[config.mk]
export PLATFORM = sky130hd
export DESIGN_NAME = ordered_list_deque_with_removal_unit
export DESIGN_NICKNAME = d
export VERILOG_FILES = /design/src/design/olq_pkg.sv /design/src/design/olq_cell.sv /design/src/design/ordered_list_deque_with_removal_unit.sv
export SDC_FILE = /design/constraint.sdc
export NUM_CORES = 2
export LEC_CHECK = 0
export ABC_AREA = 1
export BUFFER_PORTS_ARGS = -buffer_cell sky130_fd_sc_hd__buf_4
export CORE_ASPECT_RATIO = 1.75
export CORE_UTILIZATION = 31
export CTS_CLUSTER_SIZE = 12
export DETAILED_ROUTE_END_ITERATION = 16
export GPL_ROUTABILITY_DRIVEN = 0
export GPL_TIMING_DRIVEN = 1
export SLEW_MARGIN = 20
export SYNTH_ARGS = -nofsm -noshare
export SYNTH_HDL_FRONTEND = slang
export SYNTH_HIERARCHICAL = 1
export SYNTH_SLANG_ARGS = --single-unit
[constraint.sdc]
create_clock -name clk -period 35.2 [get_ports clk]
set_input_delay 1.76 -clock clk [delete_from_list [all_inputs] [get_ports clk]]
set_output_delay 1.76 -clock clk [all_outputs]
set_load 0.02 [all_outputs]
[src/design/olq_pkg.sv]
// ----------------------------------------------------------------------------
// olq_pkg: shared types and codes for the ordered list unit
// Action codes, status codes, cell operations and the cell control word.
// ----------------------------------------------------------------------------
package olq_pkg;

  localparam int DEPTH_DEF  = 16;
  localparam int DATA_W     = 32;
  localparam int ENTRIES_W  = 5;

  // input actions; codes six and seven leave the list unchanged and report ok
  typedef enum logic [2:0] {
    ACT_PUSH_FRONT = 3'd0,
    ACT_PUSH_BACK  = 3'd1,
    ACT_POP_FRONT  = 3'd2,
    ACT_POP_BACK   = 3'd3,
    ACT_REMOVE     = 3'd4,
    ACT_LIST       = 3'd5
  } action_t;

  typedef enum logic [1:0] {
    ST_OK       = 2'd0,
    ST_EMPTY    = 2'd1,
    ST_NOTFOUND = 2'd2,
    ST_FULL     = 2'd3
  } status_t;

  // per-cycle operation broadcast to every cell
  typedef enum logic [2:0] {
    OP_HOLD,
    OP_PUSH_FRONT,
    OP_PUSH_BACK,
    OP_POP_FRONT,
    OP_POP_BACK,
    OP_REMOVE,
    OP_ROTATE
  } cell_op_t;

  typedef struct packed {
    cell_op_t            op;
    logic [DATA_W-1:0]   bus;
  } cell_ctrl_t;

endpackage

[src/design/olq_cell.sv]
// ----------------------------------------------------------------------------
// olq_cell: one entry of the list chain
// Holds one value and its occupancy bit, and moves data to and from its
// neighbors as the broadcast operation asks.
// ----------------------------------------------------------------------------
module olq_cell (
  input  logic                       clk,
  input  logic                       rst,
  input  olq_pkg::cell_ctrl_t        ctrl,
  input  logic [olq_pkg::DATA_W-1:0] left_data,
  input  logic                       left_valid,
  input  logic [olq_pkg::DATA_W-1:0] right_data,
  input  logic                       right_valid,
  input  logic                       hit_in,
  output logic [olq_pkg::DATA_W-1:0] data,
  output logic                       valid,
  output logic                       hit_out,
  output logic [olq_pkg::DATA_W-1:0] pick
);
  import olq_pkg::*;

  logic                is_tail;
  logic                take_right;
  logic [DATA_W-1:0]   data_next;
  logic                valid_next;

  assign is_tail = valid && !right_valid;

  // mark this cell and every cell behind the first match
  assign hit_out = hit_in || (valid && (data == ctrl.bus));

  // expose the tail value for a remove from the back
  assign pick = is_tail ? data : '0;

  assign take_right = (ctrl.op == OP_POP_FRONT) || ((ctrl.op == OP_REMOVE) && hit_out);

  // next value and occupancy
  always_comb begin
    data_next  = data;
    valid_next = valid;
    case (ctrl.op)
      OP_PUSH_FRONT: begin
        data_next  = left_data;
        valid_next = left_valid;
      end
      OP_PUSH_BACK: begin
        if (!valid && left_valid) begin
          data_next  = ctrl.bus;
          valid_next = 1'b1;
        end
      end
      OP_POP_BACK: begin
        if (is_tail) begin
          valid_next = 1'b0;
        end
      end
      OP_ROTATE: begin
        if (valid) begin
          data_next = right_valid ? right_data : ctrl.bus;
        end
      end
      default: begin
        if (take_right) begin
          data_next  = right_data;
          valid_next = right_valid;
        end
      end
    endcase
  end

  always_ff @(posedge clk) begin
    data <= data_next;
    if (rst) begin
      valid <= 1'b0;
    end else begin
      valid <= valid_next;
    end
  end

endmodule

[src/design/ordered_list_deque_with_removal_unit.sv]
// ----------------------------------------------------------------------------
// ordered_list_deque_with_removal_unit: bounded ordered list of 32-bit values
// Inserts, removes (front, back, by value) and a full listing, held in a chain
// of DEPTH cells with the front entry in cell zero.
// The single result of any action other than list is registered and comes in the cycle after accept.
// One action is accepted per cycle while busy is low; a list of N entries holds busy while
// it gives its N results one per cycle, by rotating the chain.
// Results are strobed by done for one cycle each; the receiver cannot stall.
// Reset empties the list; cell contents are not cleared.
// ----------------------------------------------------------------------------
module ordered_list_deque_with_removal_unit #(
  parameter int DEPTH = olq_pkg::DEPTH_DEF
) (
  input  logic                              clk,
  input  logic                              rst,
  input  logic                              start,
  output logic                              busy,
  input  logic [2:0]                        action,
  input  logic signed [olq_pkg::DATA_W-1:0] value,
  output logic                              done,
  output logic [1:0]                        status,
  output logic signed [olq_pkg::DATA_W-1:0] item,
  output logic [olq_pkg::ENTRIES_W-1:0]     entries,
  output logic                              last
);
  import olq_pkg::*;

  localparam int LEN_W = $clog2(DEPTH + 1);
  localparam int IDX_W = $clog2(DEPTH);

  cell_ctrl_t          ctrl;
  logic [DATA_W-1:0]   cell_data  [DEPTH];
  logic                cell_valid [DEPTH];
  logic                cell_hit   [DEPTH];
  logic [DATA_W-1:0]   cell_pick  [DEPTH];
  logic [DATA_W-1:0]   tail_data;

  logic [LEN_W-1:0]    len;
  logic [LEN_W-1:0]    len_next;
  logic                listing;
  logic                listing_next;
  logic [IDX_W-1:0]    list_idx;
  logic [IDX_W-1:0]    list_idx_next;
  logic                list_final;

  logic                res_emit;
  status_t             res_status;
  logic [DATA_W-1:0]   res_item;
  logic                res_last;

  logic                accept;
  logic                full;
  logic                empty;
  logic                found;

  assign accept = start && !busy;
  assign busy   = listing;
  assign full   = (len == LEN_W'(DEPTH));
  assign empty  = (len == '0);
  assign found  = cell_hit[DEPTH-1];
  assign list_final = ((LEN_W'(list_idx) + LEN_W'(1)) == len);

  // chain of cells, front at index zero
  for (genvar i = 0; i < DEPTH; i++) begin : g_cell
    logic [DATA_W-1:0] l_data;
    logic              l_valid;
    logic [DATA_W-1:0] r_data;
    logic              r_valid;
    logic              h_in;

    if (i == 0) begin : g_front
      assign l_data  = ctrl.bus;
      assign l_valid = 1'b1;
      assign h_in    = 1'b0;
    end else begin : g_inner
      assign l_data  = cell_data[i-1];
      assign l_valid = cell_valid[i-1];
      assign h_in    = cell_hit[i-1];
    end

    if (i == DEPTH - 1) begin : g_back
      assign r_data  = '0;
      assign r_valid = 1'b0;
    end else begin : g_mid
      assign r_data  = cell_data[i+1];
      assign r_valid = cell_valid[i+1];
    end

    olq_cell u_cell (
      .clk         (clk),
      .rst         (rst),
      .ctrl        (ctrl),
      .left_data   (l_data),
      .left_valid  (l_valid),
      .right_data  (r_data),
      .right_valid (r_valid),
      .hit_in      (h_in),
      .data        (cell_data[i]),
      .valid       (cell_valid[i]),
      .hit_out     (cell_hit[i]),
      .pick        (cell_pick[i])
    );
  end

  // gather the tail value; only one cell drives a nonzero pick
  always_comb begin
    tail_data = '0;
    for (int i = 0; i < DEPTH; i++) begin
      tail_data = tail_data | cell_pick[i];
    end
  end

  // decode the action, drive the chain and form the result
  always_comb begin
    ctrl.op       = OP_HOLD;
    ctrl.bus      = value;
    len_next      = len;
    listing_next  = listing;
    list_idx_next = list_idx;
    res_emit      = 1'b0;
    res_status    = ST_OK;
    res_item      = '0;
    res_last      = 1'b1;
    if (listing) begin
      ctrl.op       = OP_ROTATE;
      ctrl.bus      = cell_data[0];
      res_emit      = 1'b1;
      res_item      = cell_data[0];
      res_last      = list_final;
      list_idx_next = list_idx + IDX_W'(1);
      if (list_final) begin
        listing_next  = 1'b0;
        list_idx_next = '0;
      end
    end else if (accept) begin
      res_emit = 1'b1;
      unique case (action_t'(action))
        ACT_PUSH_FRONT, ACT_PUSH_BACK: begin
          if (full) begin
            res_status = ST_FULL;
          end else begin
            ctrl.op  = (action_t'(action) == ACT_PUSH_FRONT) ? OP_PUSH_FRONT : OP_PUSH_BACK;
            len_next = len + LEN_W'(1);
          end
        end
        ACT_POP_FRONT: begin
          if (empty) begin
            res_status = ST_EMPTY;
          end else begin
            ctrl.op  = OP_POP_FRONT;
            res_item = cell_data[0];
            len_next = len - LEN_W'(1);
          end
        end
        ACT_POP_BACK: begin
          if (empty) begin
            res_status = ST_EMPTY;
          end else begin
            ctrl.op  = OP_POP_BACK;
            res_item = tail_data;
            len_next = len - LEN_W'(1);
          end
        end
        ACT_REMOVE: begin
          if (empty) begin
            res_status = ST_EMPTY;
          end else if (!found) begin
            res_status = ST_NOTFOUND;
          end else begin
            ctrl.op  = OP_REMOVE;
            res_item = value;
            len_next = len - LEN_W'(1);
          end
        end
        ACT_LIST: begin
          if (empty) begin
            res_status = ST_EMPTY;
          end else begin
            res_emit      = 1'b0;
            listing_next  = 1'b1;
            list_idx_next = '0;
          end
        end
        default: begin
          res_status = ST_OK;
        end
      endcase
    end
  end

  // hold control state
  always_ff @(posedge clk) begin
    if (rst) begin
      len      <= '0;
      listing  <= 1'b0;
      list_idx <= '0;
      done     <= 1'b0;
    end else begin
      len      <= len_next;
      listing  <= listing_next;
      list_idx <= list_idx_next;
      done     <= res_emit;
    end
  end

  // register the result: status, item, entry count and last flag
  always_ff @(posedge clk) begin
    if (res_emit) begin
      status  <= res_status;
      item    <= res_item;
      entries <= ENTRIES_W'(len_next);
      last    <= res_last;
    end
  end

endmodule
==> results_dict.tcl <==
set metrics [dict create \
    htreeDepth 2 \
    r2r_start "busy$_SDFF_PP0_" \
    max_freq_mhz 110 \
    yosys.area.top_type "edfxtp_1" \
    p_per_area_mw_per_mm2 38.3 \
    post_drt_wl_per_cell_um 21.2 \
    multi_input_area_mm2 0.0239 \
    hold_path.class "flip-flop to flip-flop" \
    ys_ff_latch 579 \
    cts_tree "yes" \
    critical_path_required_ps 35600 \
    final-setup-viol-count 0 \
    r2r_end "g_cell[4].u_cell/data[3]$_DFFE_PP_" \
    vias 45800 \
    p_leak_nw 24.1 \
    finalWorstSetupSlack_ps 26140 \
    ys_top_cells_by_area "edfxtp_1 (36%), nand2_1 (19%), inv_1 (9.9%), nor2_1 (9.0%), o211ai_2 (6.1%)" \
    clock-sinks 579 \
    hp-start "list_idx[3]$_SDFFE_PP0P_" \
    start_util 0.312 \
    wl_um 189000 \
    status "finished, final reports clean" \
    grt_pass1_wl_um 279000 \
    cp_num_buf_inv 20 \
    period_minus_slack_ps 9060 \
    critical-path-slowest-cell "buf_4" \
    drv_cap 0 \
    hold_depth 2 \
    post-place-ws_ps 26330 \
    seq_area_mm2 0.0171 \
    antenna_found_initial 7 \
    port_buffers 79 \
    final_hold_viol_count 0 \
    cts_resized 0 \
    grt_pass1_vias 45200 \
    rsz0062_at_grt "false" \
    grt_use_total 0.246 \
    die_area_mm2 0.151 \
    cts_buffers 59 \
    num-nets-final 6934 \
    synthCells 6844 \
    synth.most_common_cell "nand2_1" \
    path_max_fanout 72 \
    fp.dieH_um 514 \
    ios 80 \
    final.setup.tns_ps 0 \
    whs_endpoint "list_idx[3]$_SDFFE_PP0P_" \
    yosysUniqueCellTypes 36 \
    slowest_delay_ps 890 \
    p_total_mw 1.97 \
    worstMarginPinSlew_ps 1220 \
    ys_warn_count 6 \
    crit_arrival_ps 9460 \
    synthTopCellsByCount "nand2_1 (2395), inv_1 (1224), nor2_1 (1106)" \
    layout-drive-gt1-share 0.102 \
    place_inst 8813 \
    drc 0 \
    core.rowCount 187 \
    worst_setup_path_start_kind "flip-flop" \
    drt_pass1_iterations 8 \
    area_growth_pct 11.1 \
    ys_async_sr_fraction 0 \
    r2r.worst_path.cells 53 \
    ys_seq_area_frac 0.369 \
    final.period_utilization 0.257 \
    core_area_mm2 0.148 \
    grt_max_degree 73 \
    synth_flop_cell "edfxtp_1" \
    relSlewSlack 0.187 \
    synth_area_per_cell_um2 6.77 \
    stdcell_count 8927 \
    grt-ovfl-total 0 \
    worstSetupEndpointType "flip-flop" \
    cp_common_cell "inv_1" \
    timing_worst_setup_path_type "flip-flop to flip-flop" \
    cts-root-buf "clkbuf_16" \
    rrSetupSlack_ps 26140 \
    synth_top_area_share 0.358 \
    synth_edf_count 552 \
    path_clk_slew_ps 60 \
    drtIter0Drc 3879 \
    final_max_slew_viol_count 0 \
    avgViaCountPerCell 5.13 \
    fillerInstances 15900 \
    insertion_delay_ps 710 \
    cpLargestDelayFamily "simple AND/OR/NAND/NOR gates" \
    netlist_area_mm2 0.0464 \
    dp_hpwl_um 147000 \
    cts_setup_buffers 0 \
    clockBufferDepth 3 \
    ir_drop_mv 0.0411 \
    ant_nets 0 \
    die_x_um 294 \
    clock_skew_ps 42.6 \
    postCtsHoldBufs 0 \
    post-route-util 0.347 \
]
[cell usage in the layout (no fill, tap or decap), drive strengths merged]
master / n
clkinv: 11
nand2: 2412
bufinv: 2
buf: 170
nand4: 183
a221oi: 16
o31ai: 1
dfxtp: 27
a211oi: 32
xor2: 36
conb: 37
a21oi: 66
o211ai: 512
inv: 1280
clkbuf: 91
nor3: 36
ha: 3
nor3b: 16
o22ai: 33
diode: 6
nand3: 107
edfxtp: 552
o21ai: 157
nor2: 1157
[kinds of logic after synthesis]
family,after synthesis,share of synthesized area
flops,579,0.369
buf+inv,1496,0.131
xor+xnor,36,0.00680
fa+ha+maj,3,0.000810
simple gates,3911,0.342
compound gates,817,0.151
other cells,2,0.000162
[cell type report]
| cell class | count | share of cell area |
|---|---|---|
| Multi-Input combinational cell | 4804 | 0.464 |
| Clock buffer | 91 | 0.0336 |
| Antenna cell | 6 | 0.000292 |
| Tap cell | 1984 | 0.0482 |
| Timing Repair Buffer | 170 | 0.0256 |
| Clock inverter | 14 | 0.00253 |
| Sequential cell | 579 | 0.332 |
| Inverter | 1279 | 0.0934 |
[worst register-to-register path, delay by kind of cell (launching register included)]
family	cells	cell delay (ps)
DFF	1	460
and+or+nand+nor	29	4030
buffers and inverters	20	3410
AOI/OAI and AO/OA	4	860
[how the worst max path moves through the flow]
stage	from	end	slack [ps]	depth (start not counted)
floorplan	busy$_SDFF_PP0_	g_cell[0].u_cell/data[0]$_DFFE_PP_	23080	48
global placement	value[21]	g_cell[5].u_cell/data[8]$_DFFE_PP_	26240	56
detailed placement	busy$_SDFF_PP0_	g_cell[13].u_cell/data[9]$_DFFE_PP_	26330	53
CTS	busy$_SDFF_PP0_	g_cell[13].u_cell/data[9]$_DFFE_PP_	26300	53
global route	busy$_SDFF_PP0_	g_cell[11].u_cell/data[8]$_DFFE_PP_	25530	53
finish	busy$_SDFF_PP0_	g_cell[4].u_cell/data[3]$_DFFE_PP_	26140	53
[routing by layer]
metal	global-route usage	wire [um]
met1	0.234	62300
met2	0.448	96700
met5	0	51
met4	0.230	20600
met3	0.0372	9820
[power breakdown]
part	leakage [nW]	total (mW)	internal (mW)	switching, mW
Sequential	5.33	0.865	0.812	0.0536
Clock	0.913	0.651	0.350	0.301
Combinational	17.9	0.458	0.129	0.329
[registers in the layout, summed over array words and instances, names as in the netlist]
| name | count |
|---|---|
| g_cell.u_cell/data | 512 |
| done | 1 |
| status | 2 |
| list_idx | 4 |
| len | 5 |
| item | 32 |
| entries | 5 |
| last | 1 |
| busy | 1 |
| g_cell.u_cell/valid | 16 |
[through the flow]
| step | cell area (um2) | hold slack [ps] |
|---|---|---|
| 6_report | 51500 | 508 |
| 5_1_grt | 51500 | 533 |
| 4_1_cts | 51400 | 509 |
| 3_5_place_dp | 49500 | 500 |
| 3_3_place_gp | 49500 | 491 |
| 2_1_floorplan | 46500 | 470 |
Note: power is estimated with default switching activity, not from simulation.
